===== src/rtl/fixed_point_alu_assert.svh =====
// Assertion macros for the fixed-point ALU
`ifndef FIXED_POINT_ALU_ASSERT_SVH
`define FIXED_POINT_ALU_ASSERT_SVH

`ifndef SYNTHESIS

`define FPA_ASSERT(lbl, clk, rst_n, prop) \
  lbl: assert property (@(posedge clk) disable iff (!rst_n) prop) \
    else $error("fixed_point_alu: assertion failed");

`define FPA_ASSERT_NEXT(lbl, clk, rst_n, ante, cons) \
  lbl: assert property (@(posedge clk) disable iff (!rst_n) (ante) |=> (cons)) \
    else $error("fixed_point_alu: assertion failed");

`else

`define FPA_ASSERT(lbl, clk, rst_n, prop)
`define FPA_ASSERT_NEXT(lbl, clk, rst_n, ante, cons)

`endif

`endif


===== src/rtl/fpa_pkg.sv =====
// Shared types and constants for the fixed-point ALU
`timescale 1ns / 1ps

package fpa_pkg;

  localparam int FRAC_BITS_DEF = 8;
  localparam int WORD_W        = 32;

  typedef enum logic [3:0] {
    OP_ADD      = 4'd0,
    OP_SUB      = 4'd1,
    OP_MUL      = 4'd2,
    OP_DIV      = 4'd3,
    OP_INC      = 4'd4,
    OP_DEC      = 4'd5,
    OP_MIN      = 4'd6,
    OP_MAX      = 4'd7,
    OP_TO_INT   = 4'd8,
    OP_FROM_INT = 4'd9
  } op_t;

  typedef struct packed {
    logic              is_div;
    logic              dbz;
    logic              less;
    logic              equal;
    logic              greater;
    logic              neg;
    logic [WORD_W-1:0] res;
    logic [WORD_W-1:0] rem;
    logic [WORD_W-1:0] dvsr;
  } cell_t;

endpackage


===== src/rtl/fpa_div_cell.sv =====
// One restoring-division step cell of the quotient chain
`timescale 1ns / 1ps

module fpa_div_cell #(
  parameter int NUM_W = 32 + fpa_pkg::FRAC_BITS_DEF
) (
  input  logic              clk,
  input  logic              rst_n,
  input  logic              up_valid,
  output logic              up_ready,
  input  fpa_pkg::cell_t    up_data,
  input  logic [NUM_W-1:0]  up_dq,
  output logic              dn_valid,
  input  logic              dn_ready,
  output fpa_pkg::cell_t    dn_data,
  output logic [NUM_W-1:0]  dn_dq
);
  import fpa_pkg::*;

  logic             valid_r;
  cell_t            data_r, data_nxt;
  logic [NUM_W-1:0] dq_r, dq_nxt;
  logic [32:0]      trial;
  logic [33:0]      diff;
  logic             ge;

  assign up_ready = !valid_r || dn_ready;

  always_comb begin
    trial    = {up_data.rem, up_dq[NUM_W-1]};
    diff     = {1'b0, trial} - {2'b00, up_data.dvsr};
    ge       = !diff[33];
    data_nxt = up_data;
    data_nxt.rem = ge ? diff[31:0] : trial[31:0];
    dq_nxt   = {up_dq[NUM_W-2:0], ge};
  end

  always_ff @(posedge clk) begin
    if (!rst_n) begin
      valid_r <= 1'b0;
    end else if (up_ready) begin
      valid_r <= up_valid;
    end
  end

  always_ff @(posedge clk) begin
    if (up_ready && up_valid) begin
      data_r <= data_nxt;
      dq_r   <= dq_nxt;
    end
  end

  assign dn_valid = valid_r;
  assign dn_data  = data_r;
  assign dn_dq    = dq_r;

endmodule


===== config.mk =====
export PLATFORM = sky130hd
export DESIGN_NAME = fpa_div_cell
export DESIGN_NICKNAME = d
export VERILOG_FILES = /design/src/rtl/fixed_point_alu_assert.svh /design/src/rtl/fpa_pkg.sv /design/src/rtl/fpa_div_cell.sv
export SDC_FILE = /design/constraint.sdc
export NUM_CORES = 1
export LEC_CHECK = 0
export BUFFER_PORTS_ARGS = -buffer_cell sky130_fd_sc_hd__buf_2
export CAP_MARGIN = 20
export CORE_MARGIN = 1
export CORE_UTILIZATION = 52
export DETAILED_ROUTE_END_ITERATION = 10
export GPL_TIMING_DRIVEN = 0
export PLACE_DENSITY_LB_ADDON = 0.3
export SYNTH_ARGS = -nofsm -noshare
export SYNTH_HDL_FRONTEND = slang
export SYNTH_SLANG_ARGS = --single-unit

===== constraint.sdc =====
create_clock -name clk -period 13 [get_ports clk]
set_input_delay 1.95 -clock clk [delete_from_list [all_inputs] [get_ports clk]]
set_output_delay 1.95 -clock clk [all_outputs]
set_load 0.1 [all_outputs]

=== Word level (Yosys, flattened, before mapping) ===
Cells that the tools add are included.

* Mux-type cells: 1
* Shifts and indexed selects: 0
* Multipliers: 0
* Reduce and logical (&&, ||, !) cells: 4
* Equal/unequal tests: 0
* Add/subtract/negate cells: 1
* Divide/modulo/power cells: 0
* Bitwise logic cells: 0
* Order comparisons: 0

{| class="wikitable"
|+ Operators with widths
! cell !! number
|-
| $sub 33x32->34 || 1
|-
| $mux 32 || 1
|-
| $logic_not 1->1 || 2
|-
| $logic_and 1x1->1 || 1
|-
| $logic_or 1x1->1 || 1
|}

* Logic and storage cells: 17
* Latch bits: 0
* Memory bits (writable): 0
* Output and inout bits: 144
* Memories: 0
* Register bits after elaboration: 143
* Memory bits (read-only): 0
* Input bits: 146

=== Longest topological paths before layout ===
* Depth after elaboration: 3
* Depth in mapped cells: 12

=== Least setup slack after synthesis ===
Ideal clock, no wire load.

* Path kind: input port to flip-flop
* Start: input dn_ready
* End: register data_r (netlist bit dn_data[0]) (enable)
* Cell stages on the path: 2
* Setup time: 0.517 ns
* Arrival: 6.113 ns
* Path buffers: 0
* Path slack: 6.369 ns
* Cell sequence: nand2b_1 > and2_1

* Word-level cells in the longest chain between the ends: 2

{| class="wikitable"
|+ Ends and longest elaborated chain
! element !! line !! source
|-
| from (decl) || fpa_div_cell.sv:14 || <nowiki>input logic dn_ready,</nowiki>
|-
| $logic_or 1x1->1 || fpa_div_cell.sv:27 || <nowiki>assign up_ready = !valid_r || dn_ready;</nowiki>
|-
| $logic_and 1x1->1 || fpa_div_cell.sv:47 || <nowiki>if (up_ready && up_valid) begin</nowiki>
|-
| to (signal assigned) || fpa_div_cell.sv:48 || <nowiki>data_r <= data_nxt;</nowiki>
|-
| to (decl) || fpa_div_cell.sv:21 || <nowiki>cell_t data_r, data_nxt;</nowiki>
|}

Every way passes these cells.
A chain may end at the register's enable or synchronous reset.

==> impl_results.md <==
* Seq/Total Area, Yosys at 63.80%
* Placed cells at 932
* Worst setup margin at 8183 ps
* RSZ-0062 raised after global routing: false
* Pin count of the biggest net entering global routing at 57
* Post-CTS Resized at 0
* Setup violators final at 0
* Max clock buf depth at 2
* Yosys top cell by area: edfxtp_1
* Antenna-violating nets left at 0
* Area growth, synth to finish at 34.62%
* Yosys top cell area share at 63.50%
* Status: finished clean
* H-tree lvl count at 4
* CTS tree: built
* Top post-synthesis cells by area: edfxtp_1 63%, ha_1 6.0%, mux2_4 5.6%
* Die Y at 115.6 um
* Slowest-stage cell, CP: a41oi_1
* Initial antenna violation count at 9
* VDD IR max at 0.08920 mV
* Minimum clock period at a little under 5000 ps
* Drt via density at 5.214
* Critical path class: input pin to register
* Initial Util at between 50% and 60%
* Critical path's top delay family: compound AO/OA/AOI/OAI gates
* Final GP Congestion at between 0.8 and 0.9
* CP bufs+invs at 3
* Post-DP HPWL at 13060 um
* Power, Total at 1.509 mW
* Share of layout cells above drive strength 1 at 46.33%
* Total wire length at approximately 17000 um
* PwrDens at between 150 and 200 nW/um^2
* Fin cells at slightly below 1k
* Port Buffers at a little under 300
* I/O pins at 290
* Die area at 13370 um^2
* Most used cell along the critical path: inv_1
* Pre-CTS WS at between 7000 and 8000 ps
* Number of max-cap violations at 0
* Synth Register Bits at 143
* Reg area at 4284 um^2
* CP max stage delay at 470 ps
* Drt pass-1 iters at 5
* Area of the multi-input gates at roughly 2200 um^2
* Post-synth EDFFs at about 140
* CP Data Arrival Time at 4970 ps
* Distinct cells, synth at 55
* First-pass GRT wire length at about 25000 um
* Final Cell Area at 9040 um^2
* Asr flop ratio synth at 0%
* Fillcell total at 904
* CTS root buffer: clkbuf_16
* Post-CTS Setup Inserts at 0
* Critical R2R Launch: dn_valid
* Yosys warns at 0
* Syn nets at 648
* CP Capture Type: register
* Ys flop type: edfxtp_1
* Vias in the first global route at 4888
* Worst-case clock skew at between 7 and 8 ps
* Remaining DRCs at 0
* Synth Area per Inst at 14.32 um^2
* Slew Viols, Final at 0
* Slew margin rel. at 59.13%
* Gate Count Post-Synth at 469
* Vias post-DR at 5058
* Area post-placement at ~8400 um^2
* Fmax at 207.6 MHz
* Post-CTS Hold Fix Bufs at 0
* Die width at 115.6 um
* CTS sink count at 143
* Period utilization at 37.05%
* Crit start category: input pin
* Clk_lat worst skew at 410 ps
* TritonCTS Buffers at 17
* Clock-pin slew on the worst setup and hold paths at 60 ps
* Hold wc startpoint: dn_valid
* GRT Total Usage at 24.98%
* Fin nets at 958
* Setup crit start: up_dq[39]
* Worst path cell trace: buf_2 -> inv_1 -> ha_1 -> inv_1 -> fa_1 -> a211oi_1 -> o211a_1 -> o31ai_1 -> o41a_1 -> a41oi_1 -> o21ai_0 -> a21boi_0 -> mux2_4
* Hold/Removal Path Class: register to register
* Slew @ Worst Pin at 613.0 ps
* Critical path peak fanout at 4
* Leakage at 4.075 nW
* Routed len/inst at 17.79 um
* Initial DRC Count at roughly 330
* Mapped cell area at ~6700 um^2
* Congestion Overflow GR at 0
* CORE AREA at 12620 um^2
* Fin Setup TNS at 0 ps
* Standard-cell row count at 41
* Final hold vios at 0
* CP required at 13160 ps
==> state kept, by name, summed over array words and instances (netlist names) <==
register / count
dn_data: 102
dn_valid: 1
dn_dq: 40
==> final cells by class <==
type	count	area share [%]
Tap cell	172	2.381
Antenna cell	8	0.2215
Sequential cell	143	47.39
Multi-Input combinational cell	277	24.30
Inverter	41	1.702
Clock buffer	17	4.706
Clock inverter	13	1.855
Buffer	8	0.9135
Timing Repair Buffer	291	16.53
==> worst reg2reg max path, stage by stage, from the launching register on <==
cell      delay, ps
dfxtp_1         330
nand2b_1        140
and2_4          560
buf_16          340
==> logic make-up (layout without fill, tap and decap cells) <==
kind of cell,count (synthesis),count (layout),synth area share (%)
mux,33,33,6.819
buf+inv,49,370,3.521
flops,143,143,63.80
simple gates,86,86,6.391
fa+ha+maj,33,33,6.260
compound gates,101,101,10.08
xor+xnor,24,24,3.130
other cells,0,8,0
==> cells in the final DEF, fill, tap and decap left out, types with 4 or more instances in the layout <==
master	count
buf_2	289
edfxtp_1	142
inv_1	41
ha_1	32
a21oi_1	31
nand2_1	25
mux2_4	25
nor2_1	18
xnor2_1	17
clkbuf_16	17
o21ai_0	16
diode_2	8
xor2_1	7
a21o_1	6
nand4_1	6
buf_6	6
nand3_1	6
o21a_1	6
nand2b_1	6
o31ai_1	6
mux2i_1	6
and3_1	5
a211oi_1	5
clkinv_4	5
a21boi_0	4
nor3_1	4
==> metrics by stage <==
| stage | hold slack, ps | utilization, % |
|---|---|---|
| 3_3_place_gp | 505.0 | 66.38 |
| 4_1_cts | 598.9 | 71.48 |
| 3_5_place_dp | 590.8 | 66.78 |
| 2_1_floorplan | 1779 | - |
| 6_report | 654.3 | 71.63 |
| 5_1_grt | 683.1 | 71.63 |
==> final timing paths <==
| check | depth (start not counted) | slack [ps] | endpoint |
|---|---|---|---|
| max | 13 | 8180 | dn_data[60] |
| min | 2 | 650 | dn_valid |
| max reg2reg | 3 | 11300 | dn_dq[32] |
| min reg2reg | 2 | 650 | dn_valid |
==> Yosys cell counts (7+ instances only) <==
master / number
edfxtp_1: 142
xnor2_1: 17
mux2_4: 25
inv_1: 41
ha_1: 32
a21oi_1: 31
nand2_1: 25
o21ai_0: 16
nor2_1: 18
xor2_1: 7
==> where the power goes <==
group | leakage, nW | internal, mW | switching (mW)
combinational | 2.40 | 0.111 | 0.347
sequential | 1.38 | 0.552 | 0.00866
clock | 0.290 | 0.301 | 0.189
total | 4.08 | 0.964 | 0.545
==> routing by layer <==
layer | global-route usage, % | up-vias | part of all wire (%)
li1 | - | 2407 | -
met1 | 26.96 | 2369 | 37
met2 | 43.03 | 239 | 52
met3 | 7.322 | 43 | 7.5
met4 | 16.07 | 0 | 3.4
met5 | 0 | - | 0
Power figures use the tool's default switching activity.
