==> config.mk <==
export PLATFORM = sky130hd
export DESIGN_NAME = fpa_front
export DESIGN_NICKNAME = d
export VERILOG_FILES = /design/src/rtl/fixed_point_alu_assert.svh /design/src/rtl/fpa_pkg.sv /design/src/rtl/fpa_front.sv
export SDC_FILE = /design/constraint.sdc
export NUM_CORES = 2
export LEC_CHECK = 0
export BUFFER_PORTS_ARGS = -buffer_cell sky130_fd_sc_hd__buf_2
export CAP_MARGIN = 10
export CORE_AREA = 2 2 318 320
export CTS_CLUSTER_DIAMETER = 80
export DETAILED_ROUTE_END_ITERATION = 10
export DIE_AREA = 0 0 320 322
export PLACE_DENSITY_LB_ADDON = 0.25
export SLEW_MARGIN = 25
export SYNTH_ARGS = -nofsm -noshare
export SYNTH_HDL_FRONTEND = slang
export SYNTH_SLANG_ARGS = --single-unit
==> constraint.sdc <==
create_clock -name clk -period 17.2 [get_ports clk]
set_input_delay 3.44 -clock clk [delete_from_list [all_inputs] [get_ports clk]]
set_output_delay 3.44 -clock clk [all_outputs]
set_load 0.02 [all_outputs]
==> src/rtl/fixed_point_alu_assert.svh <==
// Assertion macros for the fixed-point ALU
`ifndef FIXED_POINT_ALU_ASSERT_SVH
`define FIXED_POINT_ALU_ASSERT_SVH

`ifndef SYNTHESIS

`define FPA_ASSERT(lbl, clk, rst_n, prop) \
  lbl: assert property (@(posedge clk) disable iff (!rst_n) prop) \
    else $error("fixed_point_alu: assertion failed");

`define FPA_ASSERT_NEXT(lbl, clk, rst_n, ante, cons) \
  lbl: assert property (@(posedge clk) disable iff (!rst_n) (ante) |=> (cons)) \
    else $error("fixed_point_alu: assertion failed");

`else

`define FPA_ASSERT(lbl, clk, rst_n, prop)
`define FPA_ASSERT_NEXT(lbl, clk, rst_n, ante, cons)

`endif

`endif

==> src/rtl/fpa_pkg.sv <==
// Shared types and constants for the fixed-point ALU
`timescale 1ns / 1ps

package fpa_pkg;

  localparam int FRAC_BITS_DEF = 8;
  localparam int WORD_W        = 32;

  typedef enum logic [3:0] {
    OP_ADD      = 4'd0,
    OP_SUB      = 4'd1,
    OP_MUL      = 4'd2,
    OP_DIV      = 4'd3,
    OP_INC      = 4'd4,
    OP_DEC      = 4'd5,
    OP_MIN      = 4'd6,
    OP_MAX      = 4'd7,
    OP_TO_INT   = 4'd8,
    OP_FROM_INT = 4'd9
  } op_t;

  typedef struct packed {
    logic              is_div;
    logic              dbz;
    logic              less;
    logic              equal;
    logic              greater;
    logic              neg;
    logic [WORD_W-1:0] res;
    logic [WORD_W-1:0] rem;
    logic [WORD_W-1:0] dvsr;
  } cell_t;

endpackage

==> src/rtl/fpa_front.sv <==
// Operand register, multiplier and per-operation result stages
`timescale 1ns / 1ps

module fpa_front #(
  parameter int FRAC_BITS = fpa_pkg::FRAC_BITS_DEF,
  parameter int NUM_W     = 32 + FRAC_BITS
) (
  input  logic                clk,
  input  logic                rst_n,
  input  logic                up_valid,
  output logic                up_ready,
  input  logic [3:0]          up_kind,
  input  logic signed [31:0]  up_a,
  input  logic signed [31:0]  up_b,
  output logic                dn_valid,
  input  logic                dn_ready,
  output fpa_pkg::cell_t      dn_data,
  output logic [NUM_W-1:0]    dn_dq
);
  import fpa_pkg::*;

  logic               v1_r, v2_r, v3_r;
  logic               rdy1, rdy2, rdy3;
  op_t                kind1_r;
  logic signed [31:0] a1_r, b1_r;

  logic signed [63:0] prod2_r;
  logic               is_mul2_r;
  logic [31:0]        amag2_r;
  logic [31:0]        res2_nxt;
  cell_t              c2_r, c2_nxt;

  cell_t              c3_r, c3_nxt;
  logic [NUM_W-1:0]   dq3_r;
  logic signed [63:0] mul_sh;

  assign rdy3     = !v3_r || dn_ready;
  assign rdy2     = !v2_r || rdy3;
  assign rdy1     = !v1_r || rdy2;
  assign up_ready = rdy1;

  always_ff @(posedge clk) begin
    if (!rst_n) begin
      v1_r <= 1'b0;
      v2_r <= 1'b0;
      v3_r <= 1'b0;
    end else begin
      if (rdy1) v1_r <= up_valid;
      if (rdy2) v2_r <= v1_r;
      if (rdy3) v3_r <= v2_r;
    end
  end

  always_ff @(posedge clk) begin
    if (rdy1 && up_valid) begin
      kind1_r <= op_t'(up_kind);
      a1_r    <= up_a;
      b1_r    <= up_b;
    end
  end

  always_comb begin
    res2_nxt = '0;
    case (kind1_r)
      OP_ADD:      res2_nxt = a1_r + b1_r;
      OP_SUB:      res2_nxt = a1_r - b1_r;
      OP_INC:      res2_nxt = a1_r + 32'sd1;
      OP_DEC:      res2_nxt = a1_r - 32'sd1;
      OP_MIN:      res2_nxt = (a1_r <= b1_r) ? a1_r : b1_r;
      OP_MAX:      res2_nxt = (a1_r >= b1_r) ? a1_r : b1_r;
      OP_TO_INT:   res2_nxt = a1_r >>> FRAC_BITS;
      OP_FROM_INT: res2_nxt = a1_r << FRAC_BITS;
      default:     res2_nxt = '0;
    endcase

    c2_nxt         = '0;
    c2_nxt.is_div  = (kind1_r == OP_DIV);
    c2_nxt.dbz     = (kind1_r == OP_DIV) && (b1_r == 32'sd0);
    c2_nxt.less    = (a1_r < b1_r);
    c2_nxt.equal   = (a1_r == b1_r);
    c2_nxt.greater = (a1_r > b1_r);
    c2_nxt.neg     = a1_r[31] ^ b1_r[31];
    c2_nxt.res     = res2_nxt;
    c2_nxt.rem     = '0;
    c2_nxt.dvsr    = b1_r[31] ? 32'(-b1_r) : 32'(b1_r);
  end

  always_ff @(posedge clk) begin
    if (rdy2 && v1_r) begin
      prod2_r   <= 64'(a1_r) * 64'(b1_r);
      is_mul2_r <= (kind1_r == OP_MUL);
      amag2_r   <= a1_r[31] ? 32'(-a1_r) : 32'(a1_r);
      c2_r      <= c2_nxt;
    end
  end

  always_comb begin
    mul_sh     = prod2_r >>> FRAC_BITS;
    c3_nxt     = c2_r;
    c3_nxt.res = is_mul2_r ? mul_sh[31:0] : c2_r.res;
  end

  always_ff @(posedge clk) begin
    if (rdy3 && v2_r) begin
      c3_r  <= c3_nxt;
      dq3_r <= {amag2_r, {FRAC_BITS{1'b0}}};
    end
  end

  assign dn_valid = v3_r;
  assign dn_data  = c3_r;
  assign dn_dq    = dq3_r;

endmodule

# Word-level counts from Yosys, hierarchy flattened
# Index checks and enable logic that the tools add are counted.
# word_totals
reg_bits	316
in_bits	72
out_inout_bits	144
elab_cells	68
# classes
n_addsub	6
multipliers	1
order_cmp	4
eq_ne	10
muxes	6
bitwise	1
n_reduce_logical	12
# ops
op	count
$pmux 32 s8	1
$mux 32	3
$neg 32->32	2
$mux 31	2
$mul 32x32->40	1
$add 32x2->32 const B	1
$add 32x32->32	1
$eq 32x32->1	1
$ge 32x32->1	1
$gt 32x32->1	1
$le 32x32->1	1
$logic_not 32->1	1
$lt 32x32->1	1
$sub 32x2->32 const B	1
$sub 32x32->32	1
$eq 4x3->1 const B	4
$eq 4x2->1 const B	2
$eq 4x4->1 const B	2
$eq 4x1->1 const B	1
$logic_and 1x1->1	4
$logic_not 4->1	1
$logic_not 1->1	3
$logic_or 1x1->1	3
$xor 1x1->1	1

# Longest topological paths before layout
# logic_depth
ltp_word	5
depth_mapped	28
ltp_nobuf	26

# Least setup slack after synthesis
# No wires, ideal clock.
# synth_timing
kind	in2reg
start	input dn_ready
end	register amag2_r[0] (enable)
setup_time_ns	0.836
arrival_time_ns	13.283
required_time_ns	16.364
setup_slack_ns	3.082
stages	2
n_path_buf	0
cell_sequence	nor2b_1 -> a21boi_0
# synth_via
elab_chain_len	3
# synth_rtl
element	line_no	rtl
start: declaration	fpa_front.sv:16	input logic dn_ready,
$logic_or 1x1->1	fpa_front.sv:37	assign rdy3 = !v3_r || dn_ready;
$logic_or 1x1->1	fpa_front.sv:38	assign rdy2 = !v2_r || rdy3;
$logic_and 1x1->1	fpa_front.sv:89	if (rdy2 && v1_r) begin
end signal: assignment	fpa_front.sv:92	amag2_r <= a1_r[31] ? 32'(-a1_r) : 32'(a1_r);
end: declaration	fpa_front.sv:29	logic [31:0] amag2_r;
# Every way passes these cells.
# A chain may end at the register's enable or synchronous reset.

# Final worst setup path
# layout_timing
start	register b1_r[2]
end	register prod2_r[39], data pin
# layout_via
elab_chain_len	1
# layout_rtl
element	line_no	rtl
start: declaration	fpa_front.sv:25	logic signed [31:0] a1_r, b1_r;
start signal: assignment	fpa_front.sv:58	b1_r <= up_b;
$mul 32x32->40	fpa_front.sv:90	prod2_r <= 64'(a1_r) * 64'(b1_r);
end signal: assignment	fpa_front.sv:90	
end: declaration	fpa_front.sv:27	logic signed [63:0] prod2_r;
# Every way passes these cells.

==> run metrics <==
Post-Syn Area=39,500 µm²; # fillers=9,635; pre-CTS worst setup slack=8.61 ns; via count=27,700; Layout Nets=4,953; Final Cycle Share=50.0%; pin count of the biggest net entering global routing=69; synthesis-to-finish area growth=8.88%; fin crit period=8.60 ns; worst reg-to-reg setup slack=8.60 ns; worst-margin pin slew=1.02 ns; Reg area=9220 µm²; wire length per cell=22.0 µm; ys flop type=edfxtp_1; clock skew=0.0380 ns; Synthesis Warnings=0; fin. max-slew vios=0; synth unique cells=84; Seq/Total Area, Yosys=23.3%; die area=103,000 µm²; synthesized flop and latch total=308; Routed Antenna Nets=0; CORE AREA=99,600 µm²; Port Buffers=175; count of final setup violators=0; io pins=216; num rows=116; leading cell type in the layout, fill and taps excluded=inv_1; Hold Buf Count CTS=0; number of flops mapped to enable cells by yosys=305; initial antenna violation count=2; Tot GR Track Use=23.1%; crit path kind=register to register; vias in the first global route=29,200; global-route wire length before repair=180,000 µm; Slew HR=31.7%; CTS tree=yes; syn_area_per_cell=10.1 µm²; Remaining DRCs=0; share of the synthesized area in the top cell type=32.6%; unrepaired setup endpoints after global routing=no; CP Launch Type=register; gr ovfl total=0; H-tree Lvls=2; vias per std cell=5.20; DRT Pass-1 Iters=6; Worst-Skew Late Latency=0.60 ns; most frequent cells in the layout=inv_1, fa_1, nand2_1; Placer Congestion=0.912; CTS sink count=308; HP Class=register to register; fmax=116 MHz; clock root buffer=clkbuf_16; Clock Pin Slew Worst Setup and Hold Paths=0.06 ns; Synth area leaders=fa_1, edfxtp_1, ha_1, inv_1, and2_1; detailed-route wire length=117,000 µm; ys async rst share=0%; maxcap violations=0; Post-Synthesis Cells=3,916; CTS-repair resized insts=0; Die H=322 µm; run status=completed; post-DP HPWL=86,900 µm; crit-path max FO=26; Die X=320 µm; Crit path required time=17.53 ns; initial drt markers=2,060; postcts setup bufs=0; worst setup margin=8.60 ns; share of cells above drive strength 1=9.63%; cell accounting for the most synthesized area=fa_1; Setup TNS=0 ns; Worst setup EP type=register; worst endpoint data arrival time=8.93 ns; Initial Utilization=39.7%; area of the multi-input gates=26,600 µm²; CTS Buf Count=40; CTS max path bufs=3; Fin. Hold Viols=0
## worst paths after layout
check | from | endpoint | cells past startpoint
setup reg to reg | b1_r[2]$_DFFE_PP_ | prod2_r[39]$_DFFE_PP_ | 23
hold / removal | c2_r[6]$_DFFE_PP_ | dn_data[6]$_DFFE_PP_ | 0
setup / recovery | b1_r[2]$_DFFE_PP_ | prod2_r[39]$_DFFE_PP_ | 23
hold reg to reg | c2_r[6]$_DFFE_PP_ | dn_data[6]$_DFFE_PP_ | 0
## registers in the layout (all words and copies together) (netlist names)
signal,flops
a1_r,32
amag2_r,32
b1_r,32
c2_r,70
dn_data,70
dn_dq,32
dn_valid,1
is_mul2_r,1
kind1_r,4
prod2_r,32
v1_r,1
v2_r,1
## stage by stage
step | utilization, % | hold WS, ns | instance area (µm²) | instances
after global placement | 41.9 | 0.400 | 41700 | 5254
after floorplan | - | 0.400 | 39600 | 3955
after detailed placement | 41.9 | 0.405 | 41700 | 5254
after CTS | 43.2 | 0.390 | 43000 | 5325
after global routing | 43.2 | 0.418 | 43000 | 5326
final | 43.2 | 0.391 | 43000 | 5326
## synth_stat cells (all sizes together) (9+ instances only)
library cell  instances
nor2b                17
and3                 10
nor2                136
o31ai                14
mux2                 37
a222oi               17
o21ai                93
a21oi                96
fa                  644
a21o                 42
a31oi                 9
ha                  239
inv                 739
or3                  15
o211ai               11
buf                  59
clkbuf              195
and2                377
xor2                 34
nand2b               30
nand3                22
nand4                14
o21bai               14
nand2               383
mux2i                 9
o21a                 19
nor3                 30
xnor2               181
o221ai               14
edfxtp              305
## kinds of logic after synthesis
group                      count (synthesis)  share of synthesized area, %
buffers and inverters                    996                          9.89
adders and majority gates                883                          40.2
other                                      1                       0.00949
muxes                                     46                          1.29
DFF                                      308                          23.3
AOI/OAI and AO/OA                        399                          6.82
and+or+nand+nor                         1068                          13.7
xor gates and xnor gates                 215                          4.77
## metal layers
| layer | vias up | GRT usage, % | wire (µm) |
|---|---|---|---|
| met5 | - | 0 | 13 |
| met1 | 14300 | 30.1 | 48600 |
| li1 | 12300 | - | - |
| met2 | 901 | 39.1 | 56700 |
| met3 | 226 | 3.61 | 7170 |
| met4 | 2 | 8.20 | 4560 |
## worst max-delay path, stage by stage (launching register included)
cell	delay (ns)
edfxtp_1	0.52
buf_4	0.29
and2_1	0.23
fa_1	0.52
fa_1	0.50
inv_1	0.05
fa_1	0.47
fa_1	0.55
inv_1	0.05
fa_1	0.48
fa_1	0.56
fa_1	0.43
fa_1	0.44
ha_1	0.23
or3_1	0.39
o221ai_1	0.20
o21bai_1	0.24
nand3_1	0.14
o21ai_0	0.74
a21oi_1	0.29
o41ai_1	0.54
o21bai_1	0.16
a21oi_1	0.19
xnor2_1	0.09
## area by class of cell
class | count | area share [%]
antenna | 1 | 0.00582
sequential | 308 | 21.4
tap | 1298 | 3.78
clock inverter | 26 | 0.695
multi-input combinational | 2651 | 61.8
inverter | 742 | 6.48
timing repair buffer | 255 | 3.44
clock buffer | 45 | 2.37
Power is left out: the tool's default activity adds up to more than one toggle a clock period on the data nets, which glitch-free logic cannot reach.
